### src/rtl/core/sjf_pkg.sv
`timescale 1ns / 1ps
// ----------------------------------------------------------------------------
// sjf_pkg
// Types and constants of the shortest-job-first ready queue.
// ----------------------------------------------------------------------------
package sjf_pkg;

  localparam int unsigned DEFAULT_QUEUE_DEPTH = 16;
  localparam int unsigned COUNT_OUT_W         = 5;

  typedef enum logic {
    OP_ENQ  = 1'b0,
    OP_PICK = 1'b1
  } op_e;

  typedef enum logic [1:0] {
    ST_DONE  = 2'd0,
    ST_FULL  = 2'd1,
    ST_EMPTY = 2'd2
  } status_e;

  typedef struct packed {
    op_e         operation;
    logic [7:0]  process_id;
    logic [15:0] burst_remaining;
    logic [31:0] arrival_time;
  } in_t;

  typedef struct packed {
    status_e                  status;
    logic [7:0]               picked_id;
    logic [15:0]              picked_burst;
    logic [COUNT_OUT_W-1:0]   pending_count;
  } out_t;

  typedef struct packed {
    logic [7:0]  id;
    logic [15:0] burst;
    logic [31:0] arrival;
  } entry_t;

endpackage

### src/rtl/core/shortest_job_first_ready_queue_top.sv
`timescale 1ns / 1ps
// ----------------------------------------------------------------------------
// shortest_job_first_ready_queue_top
// Ready queue ordered by remaining burst, then arrival time.
// ----------------------------------------------------------------------------
// Input channel (in_valid_i/in_ready_o/in_i) takes one transaction: an
// enqueue of a process or a pick of the head. Output channel
// (out_valid_o/out_ready_i/out_o) returns exactly one result per input
// transaction, in order, with the count of waiting processes.
// Entries sit in a ring in one synchronous RAM. An enqueue walks from the
// tail towards the head, moving each entry that the new one precedes up by
// one slot, one entry per cycle through the RAM read/write ports.
// An enqueue answers once its walk ends, so its result comes later the further
// the walk goes; a pick first reads the head entry from the RAM; a full or
// empty rejection goes straight to the response.
// One transaction is in work at a time; in_ready_o rises at the edge that
// moves the result into the output register, so no new transaction is taken
// until the last result has left the sequencer.
// Reset empties the queue; no clearing pass is needed.
// While the receiver stalls, the result holds in the output register and a
// following result holds inside the sequencer, which then stops accepting.
// ----------------------------------------------------------------------------
module shortest_job_first_ready_queue_top #(
  parameter int unsigned QUEUE_DEPTH = sjf_pkg::DEFAULT_QUEUE_DEPTH
) (
  input  logic          clk_i,
  input  logic          rst_ni,
  input  logic          in_valid_i,
  output logic          in_ready_o,
  input  sjf_pkg::in_t  in_i,
  output logic          out_valid_o,
  input  logic          out_ready_i,
  output sjf_pkg::out_t out_o
);
  import sjf_pkg::*;

  localparam int unsigned AW = $clog2(QUEUE_DEPTH);

  logic          rsp_valid;
  logic          rsp_ready;
  out_t          rsp;
  logic          mem_we;
  logic [AW-1:0] mem_waddr;
  logic [AW-1:0] mem_raddr;
  entry_t        mem_wdata;
  entry_t        mem_rdata;
  logic          out_valid_q;
  out_t          out_q;

  sjf_ctrl #(
    .QUEUE_DEPTH(QUEUE_DEPTH)
  ) u_sjf_ctrl (
    .clk_i       (clk_i),
    .rst_ni      (rst_ni),
    .in_valid_i  (in_valid_i),
    .in_ready_o  (in_ready_o),
    .in_i        (in_i),
    .rsp_valid_o (rsp_valid),
    .rsp_ready_i (rsp_ready),
    .rsp_o       (rsp),
    .mem_we_o    (mem_we),
    .mem_waddr_o (mem_waddr),
    .mem_wdata_o (mem_wdata),
    .mem_raddr_o (mem_raddr),
    .mem_rdata_i (mem_rdata)
  );

  sjf_ram #(
    .QUEUE_DEPTH(QUEUE_DEPTH)
  ) u_sjf_ram (
    .clk_i   (clk_i),
    .we_i    (mem_we),
    .waddr_i (mem_waddr),
    .wdata_i (mem_wdata),
    .raddr_i (mem_raddr),
    .rdata_o (mem_rdata)
  );

  assign rsp_ready = !out_valid_q || out_ready_i;

  always_ff @(posedge clk_i or negedge rst_ni) begin
    if (!rst_ni) begin
      out_valid_q <= 1'b0;
    end else if (rsp_ready) begin
      out_valid_q <= rsp_valid;
    end
  end

  always_ff @(posedge clk_i) begin
    if (rsp_ready && rsp_valid) begin
      out_q <= rsp;
    end
  end

  assign out_valid_o = out_valid_q;
  assign out_o       = out_q;

endmodule

### src/rtl/core/sjf_ram.sv
`timescale 1ns / 1ps
// ----------------------------------------------------------------------------
// sjf_ram
// Entry store: one write port, one read port, registered read data.
// ----------------------------------------------------------------------------
module sjf_ram #(
  parameter int unsigned QUEUE_DEPTH = sjf_pkg::DEFAULT_QUEUE_DEPTH
) (
  input  logic                           clk_i,
  input  logic                           we_i,
  input  logic [$clog2(QUEUE_DEPTH)-1:0] waddr_i,
  input  sjf_pkg::entry_t                wdata_i,
  input  logic [$clog2(QUEUE_DEPTH)-1:0] raddr_i,
  output sjf_pkg::entry_t                rdata_o
);
  import sjf_pkg::*;

  entry_t mem_q [QUEUE_DEPTH];
  entry_t rdata_q;

  always_ff @(posedge clk_i) begin
    if (we_i) begin
      mem_q[waddr_i] <= wdata_i;
    end
    rdata_q <= mem_q[raddr_i];
  end

  assign rdata_o = rdata_q;

endmodule

### src/rtl/core/sjf_ctrl.sv
`timescale 1ns / 1ps
// ----------------------------------------------------------------------------
// sjf_ctrl
// Sequencer: ring head and count, insertion walk from the tail, head pick.
// ----------------------------------------------------------------------------
module sjf_ctrl #(
  parameter int unsigned QUEUE_DEPTH = sjf_pkg::DEFAULT_QUEUE_DEPTH
) (
  input  logic                           clk_i,
  input  logic                           rst_ni,
  input  logic                           in_valid_i,
  output logic                           in_ready_o,
  input  sjf_pkg::in_t                   in_i,
  output logic                           rsp_valid_o,
  input  logic                           rsp_ready_i,
  output sjf_pkg::out_t                  rsp_o,
  output logic                           mem_we_o,
  output logic [$clog2(QUEUE_DEPTH)-1:0] mem_waddr_o,
  output sjf_pkg::entry_t                mem_wdata_o,
  output logic [$clog2(QUEUE_DEPTH)-1:0] mem_raddr_o,
  input  sjf_pkg::entry_t                mem_rdata_i
);
  import sjf_pkg::*;

  localparam int unsigned AW = $clog2(QUEUE_DEPTH);
  localparam int unsigned CW = $clog2(QUEUE_DEPTH + 1);
  localparam logic [CW:0]   DepthExt = (CW + 1)'(QUEUE_DEPTH);
  localparam logic [CW-1:0] DepthCnt = CW'(QUEUE_DEPTH);
  localparam logic [AW-1:0] LastSlot = AW'(QUEUE_DEPTH - 1);

  typedef enum logic [4:0] {
    S_IDLE  = 5'b00001,
    S_CMP   = 5'b00010,
    S_WRNEW = 5'b00100,
    S_PICK  = 5'b01000,
    S_RESP  = 5'b10000
  } state_e;

  state_e        state_q, state_d;
  logic [AW-1:0] head_q, head_d;
  logic [CW-1:0] count_q, count_d;
  logic [CW-1:0] k_q, k_d;
  entry_t        new_q, new_d;
  out_t          res_q, res_d;
  logic [CW-1:0] rd_idx;
  logic [CW-1:0] cnt_inc;
  logic [CW-1:0] cnt_dec;

  function automatic logic [AW-1:0] slot_of(input logic [AW-1:0] head,
                                            input logic [CW-1:0] idx);
    logic [CW:0] sum;
    sum = (CW + 1)'(head) + (CW + 1)'(idx);
    if (sum >= DepthExt) begin
      sum = sum - DepthExt;
    end
    return sum[AW-1:0];
  endfunction

  function automatic logic goes_ahead(input entry_t cand, input entry_t e);
    logic res;
    if (cand.burst != e.burst) begin
      res = cand.burst < e.burst;
    end else begin
      res = cand.arrival < e.arrival;
    end
    return res;
  endfunction

  assign cnt_inc = count_q + CW'(1);
  assign cnt_dec = count_q - CW'(1);

  always_comb begin
    state_d     = state_q;
    head_d      = head_q;
    count_d     = count_q;
    k_d         = k_q;
    new_d       = new_q;
    res_d       = res_q;
    mem_we_o    = 1'b0;
    mem_wdata_o = new_q;
    rd_idx      = cnt_dec;
    unique case (state_q)
      S_IDLE: begin
        rd_idx = (in_i.operation == OP_PICK) ? '0 : cnt_dec;
        if (in_valid_i) begin
          if (in_i.operation == OP_ENQ) begin
            new_d.id      = in_i.process_id;
            new_d.burst   = in_i.burst_remaining;
            new_d.arrival = in_i.arrival_time;
            if (count_q == DepthCnt) begin
              res_d   = '{status: ST_FULL, picked_id: '0, picked_burst: '0,
                          pending_count: COUNT_OUT_W'(count_q)};
              state_d = S_RESP;
            end else begin
              k_d     = count_q;
              state_d = (count_q == '0) ? S_WRNEW : S_CMP;
            end
          end else begin
            if (count_q == '0) begin
              res_d   = '{status: ST_EMPTY, picked_id: '0, picked_burst: '0,
                          pending_count: '0};
              state_d = S_RESP;
            end else begin
              state_d = S_PICK;
            end
          end
        end
      end
      S_CMP: begin
        rd_idx   = (k_q == CW'(1)) ? '0 : k_q - CW'(2);
        mem_we_o = 1'b1;
        if (goes_ahead(new_q, mem_rdata_i)) begin
          mem_wdata_o = mem_rdata_i;
          k_d         = k_q - CW'(1);
          if (k_q == CW'(1)) begin
            state_d = S_WRNEW;
          end
        end else begin
          mem_wdata_o = new_q;
          count_d     = cnt_inc;
          res_d       = '{status: ST_DONE, picked_id: '0, picked_burst: '0,
                          pending_count: COUNT_OUT_W'(cnt_inc)};
          state_d     = S_RESP;
        end
      end
      S_WRNEW: begin
        mem_we_o    = 1'b1;
        mem_wdata_o = new_q;
        count_d     = cnt_inc;
        res_d       = '{status: ST_DONE, picked_id: '0, picked_burst: '0,
                        pending_count: COUNT_OUT_W'(cnt_inc)};
        state_d     = S_RESP;
      end
      S_PICK: begin
        res_d   = '{status: ST_DONE, picked_id: mem_rdata_i.id,
                    picked_burst: mem_rdata_i.burst,
                    pending_count: COUNT_OUT_W'(cnt_dec)};
        count_d = cnt_dec;
        head_d  = (head_q == LastSlot) ? '0 : head_q + AW'(1);
        state_d = S_RESP;
      end
      S_RESP: begin
        if (rsp_ready_i) begin
          state_d = S_IDLE;
        end
      end
      default: begin
        state_d = S_IDLE;
      end
    endcase
  end

  assign mem_waddr_o = slot_of(head_q, k_q);
  assign mem_raddr_o = slot_of(head_q, rd_idx);
  assign in_ready_o  = (state_q == S_IDLE);
  assign rsp_valid_o = (state_q == S_RESP);
  assign rsp_o       = res_q;

  always_ff @(posedge clk_i or negedge rst_ni) begin
    if (!rst_ni) begin
      state_q <= S_IDLE;
      head_q  <= '0;
      count_q <= '0;
      k_q     <= '0;
    end else begin
      state_q <= state_d;
      head_q  <= head_d;
      count_q <= count_d;
      k_q     <= k_d;
    end
  end

  always_ff @(posedge clk_i) begin
    new_q <= new_d;
    res_q <= res_d;
  end

endmodule

### config.mk
export PLATFORM = sky130hd
export DESIGN_NAME = shortest_job_first_ready_queue_top
export DESIGN_NICKNAME = d
export VERILOG_FILES = /design/src/rtl/core/sjf_pkg.sv /design/src/rtl/core/shortest_job_first_ready_queue_top.sv /design/src/rtl/core/sjf_ram.sv /design/src/rtl/core/sjf_ctrl.sv
export SDC_FILE = /design/constraint.sdc
export NUM_CORES = 1
export LEC_CHECK = 0
export ABC_AREA = 1
export BUFFER_PORTS_ARGS = -buffer_cell sky130_fd_sc_hd__buf_2
export CORE_ASPECT_RATIO = 1.2
export CORE_UTILIZATION = 43
export CTS_CLUSTER_DIAMETER = 40
export DETAILED_ROUTE_END_ITERATION = 8
export SLEW_MARGIN = 25
export SYNTH_ARGS = -nofsm -noshare
export SYNTH_HDL_FRONTEND = slang
export SYNTH_SLANG_ARGS = --single-unit
### constraint.sdc
create_clock -name clk_i -period 4.6 [get_ports clk_i]
set_input_delay 0.46 -clock clk_i [delete_from_list [all_inputs] [get_ports clk_i]]
set_output_delay 0.46 -clock clk_i [all_outputs]
set_load 0.05 [all_outputs]
* After elaboration in Yosys (flattened, before gate mapping)
Memories as Yosys holds them, arrays and structs flattened. A register that Yosys moved wholly into a read port is not among the register bits. Index checks and enable logic that the tools add are counted.
Operators by class: $add $sub $neg 9, magnitude comparators 4, eq/ne operators 18, muxes and demuxes 35, bitwise gates (word level) 1, reduce and logical (&&, ||, !) cells 14
Operators with widths (number):
- $mux W31 | 5
- $pmux W31 S4 | 1
- $mux W56 | 2
- $mux W5 | 14
- $lt A32 B32 Y1 | 1
- $pmux W5 S2 | 2
- $pmux W5 S4 | 1
- $lt A16 B16 Y1 | 1
- $ne A16 B16 Y1 | 1
- $pmux W5 S3 | 1
- $add A4 B5 Y6 | 2
- $ge A6 B5 Y1 const B | 2
- $mux W4 | 3
- $eq A5 B1 Y1 const B | 2
- $eq A5 B5 Y1 const B | 2
- $reduce_and A5 Y1 | 2
- $sub A5 B1 Y5 const B | 2
- $ne A2 B2 Y1 const B | 4
- $sub A4 B1 Y4 const B | 2
- $ne A3 B2 Y1 const B | 2
- $reduce_and A3 Y1 | 2
- $add A5 B1 Y5 const B | 1
- $eq A5 B2 Y1 const B | 1
- $eq A5 B3 Y1 const B | 1
- 18 further kinds | 24
Storage, ports and cells: bits in registers 138, memory bits (writable) 896, input bits 61, output and inout bits 33, logic and storage cells 98, memories kept 1
Memories:
- u_sjf_ram.mem_q | depth 16, bits a word 56, rd ports 1, clocked after memory_dff 1, wr ports 1, RTL line sjf_ram.sv:18 | entry_t mem_q [QUEUE_DEPTH];

* Logic depth before layout (Yosys ltp)
Gate-level depths: netlist (run 1).
depth in word-level cells 6, depth in mapped cells 20, mapped depth without buffers 17

* Modules after synthesis
From an unflattened synthesis (run 1), not the netlist that was laid out.
Unflattened totals: cell total of the unflattened synthesis 4398, area total of the unflattened synthesis 46940.0 um^2
Modules (own cells, without submodules):
- sjf_ram | times used 1, cells an instance 3688, area each 39679.3 um^2, seq. area each 28026.9 um^2
- sjf_ctrl | times used 1, cells an instance 673, area each 6284.8 um^2, seq. area each 3089.2 um^2
- shortest_job_first_ready_queue_top | times used 1, cells an instance 37, area each 975.9 um^2, seq. area each 955.9 um^2

* Worst setup path after synthesis (run 1)
OpenSTA, ideal clock, no wires.
kind flip-flop to flip-flop, start point register u_sjf_ctrl.state_q[1], end point memory u_sjf_ram.mem_q[0][0] (netlist bit) (enable), library setup time 0.470 ns, data arrival time 3.767 ns, data required time 4.130 ns, slack 0.363 ns, cell stages (with the launch flop) 8, buffers on the path 0, clock period less this slack 4.237 ns, path through dfrtp_1 inv_1 nand2_1 nor4_1 nor2_1 inv_1 nand3_1 nor2_1
Between the ends: cells in the longest elaborated chain, start to end 5, elaborated cells between the ends (all ways) 6, those cells by class eq/ne (2); mux (3); reduce/logical (1)
Ends and longest elaborated chain:
- from (decl) | RTL line sjf_ctrl.sv:39 | state_e state_q, state_d;
- from (signal assigned) | RTL line sjf_ctrl.sv:166 | state_q <= state_d;
- $eq A5 B3 Y1 or $eq A5 B2 Y1 (tied branches) | RTL line sjf_ctrl.sv:82 | unique case (state_q)
- $reduce_or A2 Y1 (no source line) (*)
- $mux W1 (*) | RTL line sjf_ctrl.sv:82
- $mux W1 (*) | RTL line sjf_ram.sv:22 | if (we_i) begin
- $mux W1 (not written as such) (*) | RTL line sjf_ram.sv:23 | mem_q[waddr_i] <= wdata_i;
- to (decl) | RTL line sjf_ram.sv:18
Mark *: on every way between the ends. The rest lies on a longest branch, timed or not.

==> results.json, run 1 <==
{
  "status": "finished clean",
  "synth_fp_nets": 3259,
  "max_freq_mhz": 250,
  "cts_root_buffer": "clkbuf_16",
  "via_per_inst": 5.28,
  "crit_type": "flop to flop",
  "cts_buffers": 130,
  "maxCapViolations": 0,
  "drc": 0,
  "rsz0062_at_grt": "false",
  "ys_seq_area_share_pct": 71.6,
  "synth_flop_cell": "edfxtp_1",
  "num_rows": 129,
  "syn_avg_cell_area_um2": 14.3,
  "grt_max_degree": 133,
  "drt_pass1_iterations": 5,
  "grt_pass1_vias": 24486,
  "clock_path_buffers": 3,
  "grt-ovfl-total": 0,
  "fin_setup_tns_ns": 0,
  "worst_pin_slew_ns": 1.02,
  "coreArea_mm2": 0.103,
  "hpwl_um": 52600,
  "via_count": 25336,
  "cts_tree": "yes",
  "cts_sinks": 1090,
  "wl_per_cell_um": 21.4,
  "area_delta_synth_final_pct": 16.1,
  "max-slew-margin-rel_pct": 31.6,
  "initial_utilization_pct": 43.4,
  "finalNetCount": 3440,
  "cts_max_level": 4,
  "layout_common_cells": "edfxtp_1 (1014), inv_1 (326), a21oi_1 (256)",
  "utilization_pct": 50.4,
  "final_period_minus_worst_setup_slack_ns": 4.00,
  "die_w_um": 297,
  "clkTransAtPathRegs_ns": 0.06,
  "syn_inst": 3135,
  "final-hold-violation-count": 0,
  "cp_max_fo": 72,
  "cp-start-kind": "flop",
  "synth_warnings": 0,
  "drt_iter0_drc": 1940,
  "layout_commonest_cell": "edfxtp_1",
  "postRouteWirelength_um": 103000,
  "antennaDiodeCount": 0,
  "place.gp.congestion": 0.773,
  "pre_cts_ws_ns": 0.597,
  "grt_usage_pct": 19.7,
  "crit_required_ns": 4.99,
  "setup_viol": 0,
  "grt_pass1_wl_um": 153000,
  "endpoint_kind": "flop",
  "port-buffer-count": 93,
  "ys_async_sr_fraction_pct": 1.83,
  "ioPinCount": 94,
  "fin_skew_ns": 0.0295,
  "drv_slew": 0,
  "layout_setup_ws_ns": 0.602,
  "syn_area_mm2": 0.0448,
  "synth_edf_count": 1014,
  "holdCritPathClass": "input pin to flop",
  "ant_nets": 0,
  "drive_gt1_share_pct": 17.1,
  "critPathArrivalTime_ns": 4.39,
  "antenna_found_initial": 0,
  "die_height_um": 356,
  "period_share_pct": 86.9,
  "r2r_slack_ns": 0.60,
  "synth_cell_types": 52,
  "ys_seq_elements": 1090,
  "post_cts_buffers": 0,
  "clock_latency_ns": 0.75,
  "die-area_mm2": 0.105
}
## registers in the layout, summed over array words and instances (netlist names), 4 cells and up
name / flops
u_sjf_ram.mem_q: 896
u_sjf_ctrl.new_q: 56
u_sjf_ram.rdata_o: 56
out_o: 31
u_sjf_ctrl.rsp_o: 31
u_sjf_ctrl.count_q: 5
u_sjf_ctrl.k_q: 5
u_sjf_ctrl.state_q: 5
u_sjf_ctrl.head_q: 4
## metrics by stage
| stage | hold WS (ns) | cells | area [um^2] |
|---|---|---|---|
| 5_1_grt | 0.0529 | 4795 | 52000 |
| 2_1_floorplan | 0.164 | 3135 | 44800 |
| 6_report | 0.0832 | 4795 | 52000 |
| 3_5_place_dp | 0.405 | 4500 | 47100 |
| 3_3_place_gp | 0.401 | 4500 | 47100 |
| 4_1_cts | 0.0238 | 4795 | 52000 |
## layout make-up
| cell class | count | area [um^2] |
|---|---|---|
| Clock inverter | 71 | 747 |
| Inverter | 338 | 1290 |
| Tap cell | 1375 | 1720 |
| Fill cell | 8674 | 51100 |
| Sequential cell | 1090 | 32100 |
| Clock buffer | 165 | 3540 |
| Timing Repair Buffer | 227 | 2040 |
| Multi-Input combinational cell | 1529 | 10600 |
## cell families (layout without fill, tap and decap cells)
kind of cell	Yosys count	count (layout)	synth area share (%)
adder cells (fa/ha/maj)	63	63	1.79
buffers and inverters	516	801	5.22
AO/OA/AOI/OAI	851	851	11.6
AND/OR/NAND/NOR	375	375	4.40
flip-flops	1090	1090	71.6
multiplexers	224	224	5.01
XOR/XNOR	16	16	0.397
## repair_timing
item,CTS,global route
endpoints found under the hold margin,77,0
hold buffers,59,0
resized for setup,0,0
## worst max-delay path, stage by stage (launching register included)
cell      delay, ns
edfxtp_1       0.41
ha_1           0.32
nand2_1        0.09
nor2_1         0.20
nand3_2        0.17
nor2_2         0.36
nand3_1        0.19
nor2_1         0.18
nand2_2        0.16
nand2_4        0.13
nand2_8        0.37
o21ai_1        0.99
## synth_stat cells, types with 20 or more instances
cell / count / area share (%)
dfxtp_1: 56 / 2.5
edfxtp_1: 1014 / 68
mux2i_1: 224 / 5.0
o21ai_2: 83 / 1.6
buf_2: 35 / 0.39
inv_1: 327 / 2.7
o21ai_1: 29 / 0.32
o211ai_1: 224 / 3.8
clkbuf_1: 89 / 0.75
buf_6: 20 / 0.50
nand2_2: 28 / 0.39
nand2_1: 168 / 1.4
a21oi_1: 256 / 2.9
o21ai_0: 244 / 2.7
ha_1: 61 / 1.7
nand3_2: 56 / 1.3
nand3_1: 32 / 0.36
nor2_1: 71 / 0.60
## per-layer routing
metal / global-route usage [%] / vias to the layer above / share of wire, %
li1: - / 11960 / -
met1: 26.1 / 12625 / 44
met2: 33.0 / 615 / 49
met3: 3.52 / 136 / 4.8
met4: 5.57 / 0 / 1.9
met5: 0 / - / 0
## worst paths after layout
kind                       cells past startpoint                            from                                end
setup / recovery                              11  u_sjf_ctrl.new_q[47]$_DFFE_PP_   u_sjf_ram.mem_q[1][46]$_DFFE_PP_
hold / removal                                 2                        in_i[56]     u_sjf_ctrl.rsp_o[29]$_DFFE_PP_
setup reg to reg                              11  u_sjf_ctrl.new_q[47]$_DFFE_PP_   u_sjf_ram.mem_q[1][46]$_DFFE_PP_
hold reg to reg                                0  u_sjf_ctrl.rsp_o[11]$_DFFE_PP_                out_o[11]$_DFFE_PP_
max in group asynchronous                      2                          rst_ni  u_sjf_ctrl.state_q[0]$_DFFE_PN1P_
min in group asynchronous                      2                          rst_ni            out_valid_o$_DFFE_PN0P_
Power of run 1 is left out: the tool's default activity adds up to more than one toggle a clock period on the data nets, which glitch-free logic cannot reach.
==> run 2: changes to the inputs <==
- ABC_AREA: 1 -> not set
- CORE_MARGIN: not set -> 4
==> run 2 against run 1 <==
Effect of this change: clock skew increased by 0.0051 ns; cell count decreased by 26%; sequential cell count unchanged; first-iteration DRC count decreased by 17%; via count decreased by 21%; global-route usage decreased by 1.1 points; fmax decreased by 2.3%; final area decreased by 4.2%; critical path type unchanged; critical endpoint is now u_sjf_ram.mem_q[13][19]$_DFFE_PP_.
==> results.json, run 2 <==
{
  "status": "finished clean",
  "grt-ovfl-total": 0,
  "via_per_inst": 5.60,
  "synth_warnings": 0,
  "grt_pass1_vias": 21047,
  "cts_sinks": 1090,
  "hold_buffers": 59,
  "synth_flop_cell": "edfxtp_1",
  "endpoint_kind": "flop",
  "period_share_pct": 89.0,
  "cts_tree": "yes",
  "post_cts_buffers": 0,
  "final_period_minus_worst_setup_slack_ns": 4.09,
  "yosysMostFrequentCell": "edfxtp_1",
  "cp-start-kind": "flop",
  "synth_area_leaders": "edfxtp_1 (72%), mux4_2 (15%), dfxtp_1 (2.7%)",
  "die_height_um": 351,
  "ant_nets": 0,
  "crit_type": "flop to flop",
  "layout_commonest_cell": "edfxtp_1",
  "clkTransAtPathRegs_ns": 0.05,
  "drt_pass1_iterations": 7,
  "drt_iter0_drc": 1611,
  "port-buffer-count": 93,
  "synth_area_leader_cell": "edfxtp_1",
  "hpwl_um": 49600,
  "fin_skew_ns": 0.0347,
  "finalNetCount": 2299,
  "cts_root_buffer": "clkbuf_16",
  "synth_edf_count": 1014,
  "leakage_uw": 0.0167,
  "place.gp.congestion": 0.764,
  "cp_max_fo": 16,
  "crit_required_ns": 5.02,
  "ys_seq_elements": 1090,
  "cts_max_level": 4,
  "final-hold-violation-count": 0,
  "initial_utilization_pct": 43.5,
  "cts_buffers": 131,
  "max_freq_mhz": 244,
  "ys_seq_area_share_pct": 75.9,
  "largest_register": "u_sjf_ram.mem_q",
  "clock_path_buffers": 3,
  "via_count": 19908,
  "ir_drop_uv": 734,
  "synth_top_area_share_pct": 72.1,
  "worst_pin_slew_ns": 1.11,
  "drv_slew": 0,
  "ys_top_cells_by_count": "edfxtp_1 (1014), mux4_2 (280), inv_1 (63)",
  "area_delta_synth_final_pct": 17.9,
  "powerDensity_mw_per_mm2": 764,
  "grt_max_degree": 81,
  "syn_area_mm2": 0.0422,
  "hold_slack_ns": 0.144,
  "cts_resized": 0,
  "r2r_slack_ns": 0.51,
  "clock_latency_ns": 0.72,
  "die_w_um": 294,
  "synth_fp_nets": 2028,
  "num_rows": 125,
  "rsz0062_at_grt": "false",
  "holdCritPathClass": "input pin to flop",
  "drc": 0,
  "grt_pass1_wl_um": 139000,
  "total_power_uw": 38100,
  "maxCapViolations": 0,
  "ioPinCount": 94,
  "setup_viol": 0,
  "antenna_found_initial": 4,
  "wl_per_cell_um": 26.6,
  "die-area_mm2": 0.103,
  "largest_reg_flops": 896,
  "fillCellCount": 7533,
  "postRouteWirelength_um": 94500,
  "grt_usage_pct": 18.5,
  "coreArea_mm2": 0.0971,
  "syn_avg_cell_area_um2": 22.2,
  "syn_inst": 1904,
  "critPathArrivalTime_ns": 4.51,
  "ys_async_sr_fraction_pct": 1.83,
  "drive_gt1_share_pct": 32.5,
  "layout_common_cells": "edfxtp_1 (1014), mux4_2 (280), clkbuf_16 (133)",
  "max-slew-margin-rel_pct": 25.5,
  "synth_cell_types": 70
}
## run 2: changes by cell type in the layout (fill, tap and decap cells not counted), moves of 28 or more
cell	before	now
a21oi_1	256	24
inv_1	326	63
mux2_4	0	50
mux2i_1	224	0
mux4_2	0	280
nand2_1	168	39
nand2_2	28	0
nand3_2	56	1
o211ai_1	224	2
o21ai_0	244	27
o21ai_2	90	0
## run 2: logic make-up (layout without fill, tap and decap cells)
family / after synthesis / in the layout / synth area share, %
buffers and inverters: 142 / 523 / 1.54
AND/OR/NAND/NOR: 161 / 161 / 1.93
flip-flops: 1090 / 1090 / 75.9
adder cells (fa/ha/maj): 63 / 63 / 1.90
AO/OA/AOI/OAI: 95 / 95 / 1.49
XOR/XNOR: 18 / 18 / 0.373
multiplexers: 335 / 335 / 16.8
other: 0 / 1 / 0
## run 2: worst max-delay path, stage by stage (launching register included)
cell	delay [ns]
edfxtp_1	0.43
ha_1	0.35
nand4_1	0.21
or4_4	0.65
nor4_1	0.44
or3_1	0.35
nor2_4	0.14
nor2_8	0.45
buf_4	0.32
mux2_4	0.41
## run 2: worst paths after layout
| kind | endpoint | cells past startpoint | start |
|---|---|---|---|
| max | u_sjf_ram.mem_q[13][19]$_DFFE_PP_ | 9 | u_sjf_ctrl.new_q[43]$_DFFE_PP_ |
| min | u_sjf_ctrl.state_q[3]$_DFFE_PN0P_ | 3 | in_i[56] |
| max reg2reg | u_sjf_ram.mem_q[13][19]$_DFFE_PP_ | 9 | u_sjf_ctrl.new_q[43]$_DFFE_PP_ |
| min reg2reg | out_o[11]$_DFFE_PP_ | 0 | u_sjf_ctrl.rsp_o[11]$_DFFE_PP_ |
| max in group asynchronous | u_sjf_ctrl.state_q[0]$_DFFE_PN1P_ | 2 | rst_ni |
| min in group asynchronous | u_sjf_ctrl.head_q[1]$_DFFE_PN0P_ | 2 | rst_ni |
## run 2: routing by layer
| metal | track usage [%] | share of wire (%) | vias to the layer above |
|---|---|---|---|
| met2 | 31.7 | 51 | 559 |
| met4 | 4.90 | 1.9 | 0 |
| met3 | 3.30 | 5.0 | 146 |
| met1 | 24.8 | 42 | 10715 |
| li1 | - | - | 8488 |
| met5 | 0 | 0 | - |
## run 2: cell type report
type                    instances  area, um^2  share of cell area [%]
diodes                          1        2.50                 0.00502
clock buffers                 159        3480                    6.98
clock inverters                84         902                    1.81
inverters                      63         236                   0.475
multi-input cells             672        9740                    19.5
flip-flops and latches       1090       32100                    64.4
well taps                    1270        1590                    3.19
repair buffers                217        1810                    3.63
## run 2: stage by stage
step                      util [%]  area [um^2]  TNS, ns  setup slack, ns  std cells
final                         51.3        49800        0            0.507       3556
after global placement        46.2        44900        0            0.568       3253
after detailed placement      46.2        44900        0            0.557       3253
after global routing          51.3        49800        0            0.342       3555
after floorplan                  -        42300   -39.04           -0.349       1904
after CTS                     51.3        49800        0            0.498       3555
## run 2: where the power goes
group / switching [uW] / total [uW] / internal (uW)
clock network: 4150 / 10200 / 6020
logic: 7320 / 15400 / 8110
registers: 428 / 12500 / 12000
Note: power is estimated with default switching activity, not from simulation.
==> run 3: changes to the inputs <==
- CELL_PAD_IN_SITES_DETAIL_PLACEMENT: not set -> 1
- CELL_PAD_IN_SITES_GLOBAL_PLACEMENT: not set -> 2
- PLACE_DENSITY: not set -> 0.75
==> run 3 against run 2 <==
Effect of this change: first-iteration DRC count up 11%; worst setup slack worse by 0.070 ns; utilization up 0.11 points; die area unchanged; register-to-register slack worse by 0.07 ns; sequential power about the same; clock skew down 0.0067 ns; non-clock buffer count up 1; via count up 0.85%; worst hold slack worse by 0.029 ns; largest cell class unchanged; critical endpoint is now u_sjf_ram.rdata_o[22]$_DFF_P_; fmax down 1.7%.
==> results.json, run 3 (synthesis gave the netlist of run 2 again) <==
{
  "final-hold-violation-count": 0,
  "grt-ovfl-total": 0,
  "finalNetCount": 2300,
  "die_w_um": 294,
  "cp_max_fo": 24,
  "netSwitchingFraction_pct": 31.2,
  "clkTransAtPathRegs_ns": 0.06,
  "postRouteWirelength_um": 99100,
  "critPathSlowestCell": "fa_4",
  "drc": 0,
  "initial_utilization_pct": 43.5,
  "cts_buffers": 131,
  "register_area_mm2": 0.0321,
  "total_power_uw": 38500,
  "antennaDiodeCount": 0,
  "setup_viol": 0,
  "antenna_found_initial": 1,
  "crit_type": "flop to flop",
  "layout_common_cells": "edfxtp_1 (1014), mux4_2 (280), clkbuf_16 (135)",
  "ir_drop_uv": 986,
  "cts_tree": "yes",
  "cp-start-kind": "flop",
  "ioPinCount": 94,
  "pwr-share-seq_pct": 32.4,
  "grt_max_degree": 61,
  "status": "finished clean",
  "ant_nets": 0,
  "fillCellCount": 8463,
  "drv_slew": 0,
  "via_per_inst": 5.65,
  "cts_root_buffer": "clkbuf_16",
  "pre_cts_ws_ns": 0.481,
  "cts_max_level": 4,
  "final_period_minus_worst_setup_slack_ns": 4.16,
  "cp_common_cell": "nand2_1",
  "powerDensity_mw_per_mm2": 772,
  "die-area_mm2": 0.103,
  "cts_resized": 0,
  "grt_pass1_wl_um": 147000,
  "maxCapViolations": 0,
  "wl_per_cell_um": 27.9,
  "worst_pin_slew_ns": 0.927,
  "r2r_slack_ns": 0.44,
  "die_height_um": 351,
  "max-slew-margin-rel_pct": 38.2,
  "area_delta_synth_final_pct": 18.2,
  "combPwrFrac_pct": 40.5,
  "grt_usage_pct": 19.5,
  "layout_setup_ws_ns": 0.437,
  "multi_input_area_mm2": 0.00974,
  "fin_skew_ns": 0.0280,
  "crit_required_ns": 5.17,
  "crit_path_max_incr_delay_ns": 1.04,
  "clock_path_buffers": 3,
  "p_int_uw": 26500,
  "critPathArrivalTime_ns": 4.74,
  "via_count": 20078,
  "holdCritPathClass": "input pin to flop",
  "max_freq_mhz": 240,
  "port-buffer-count": 93,
  "largest_reg_flops": 896,
  "cts_sinks": 1090,
  "cp_cell_sequence": "nand2b_1 -> nor2_1 -> nand2_1 -> inv_1 -> nand2_1 -> nand2_1 -> o22ai_1 -> ha_4 -> inv_1 -> fa_4 -> buf_4 -> mux4_2 -> mux4_2",
  "place.gp.congestion": 0.774,
  "endpoint_kind": "flop",
  "hpwl_um": 53000,
  "rsz0062_at_grt": "false",
  "drt_iter0_drc": 1785,
  "grt_pass1_vias": 21856,
  "largest_register": "u_sjf_ram.mem_q",
  "drive_gt1_share_pct": 32.9,
  "leakage_uw": 0.0168,
  "power_frac_clock_pct": 27.1,
  "num_rows": 125,
  "p_sw_uw": 12000,
  "period_share_pct": 90.5,
  "drt_pass1_iterations": 5,
  "clock_latency_ns": 0.72,
  "coreArea_mm2": 0.0971,
  "layout_commonest_cell": "edfxtp_1"
}
[run 3: cell count changes in the layout (fill, tap and decap cells not counted), moves of 3 or more]
cell	delta
clkbuf_8	+10
clkinv_2	-8
clkinv_1	-6
clkbuf_1	-5
clkinvlp_4	-4
inv_8	+4
clkinv_16	-3
clkinv_4	+3
[run 3: metal layers]
metal	global-route usage [%]	routed length, um	vias up
met5	0	0	-
met3	3.04	4940	157
met4	5.72	2280	0
met2	33.0	49800	577
met1	26.6	42100	10868
li1	-	-	8476
[run 3: timing repair]
item                                   in CTS  in global routing
endpoints found under the hold margin      77                  0
hold buffers                               59                  0
setup endpoints to repair                   0                  0
setup buffers                               0                  0
[run 3: area by class of cell]
type | instances | area share [%]
timing repair buffer | 218 | 3.63
inverter | 63 | 0.474
tap | 1270 | 3.18
clock inverter | 72 | 1.68
multi-input combinational | 672 | 19.5
clock buffer | 166 | 7.30
sequential | 1090 | 64.2
[run 3: worst max-delay path, delay by kind of cell (launching register included)]
kind	cells	cell delay [ns]
AO/OA/AOI/OAI	1	0.25
flip-flops	1	0.46
AND/OR/NAND/NOR	5	0.63
adder cells (fa/ha/maj)	2	1.22
multiplexers	2	0.86
buffers and inverters	3	0.57
[run 3: final timing paths]
check | from | end | cells after the start
max in group asynchronous | rst_ni | u_sjf_ctrl.count_q[2]$_DFFE_PN0P_ | 2
setup reg to reg | u_sjf_ctrl.state_q[1]$_DFFE_PN0P_ | u_sjf_ram.rdata_o[22]$_DFF_P_ | 13
hold / removal | in_i[56] | u_sjf_ctrl.state_q[3]$_DFFE_PN0P_ | 3
min in group asynchronous | rst_ni | u_sjf_ctrl.k_q[4]$_DFFE_PN0P_ | 2
hold reg to reg | u_sjf_ctrl.rsp_o[14]$_DFFE_PP_ | out_o[14]$_DFFE_PP_ | 0
setup / recovery | u_sjf_ctrl.state_q[1]$_DFFE_PN0P_ | u_sjf_ram.rdata_o[22]$_DFF_P_ | 13
[run 3: power by group through the flow]
stage	Combinational [uW]	Clock (uW)	Sequential [uW]
2_1_floorplan	11600	0	12600
3_3_place_gp	15400	0	12700
5_1_grt	16800	11200	12600
6_report	15600	10500	12500
4_1_cts	15900	10700	12500
3_5_place_dp	15800	0	12700
[run 3: through the flow]
step           TNS, ns  hold slack [ns]  cell area, um^2  util [%]  cells
4_1_cts              0           0.0495            49900      51.4   3551
2_1_floorplan   -39.04            0.164            42300         -   1904
5_1_grt              0           0.0859            49900      51.4   3551
6_report             0            0.116            49900      51.4   3551
3_3_place_gp         0            0.403            44900      46.2   3254
3_5_place_dp         0            0.405            44900      46.2   3254
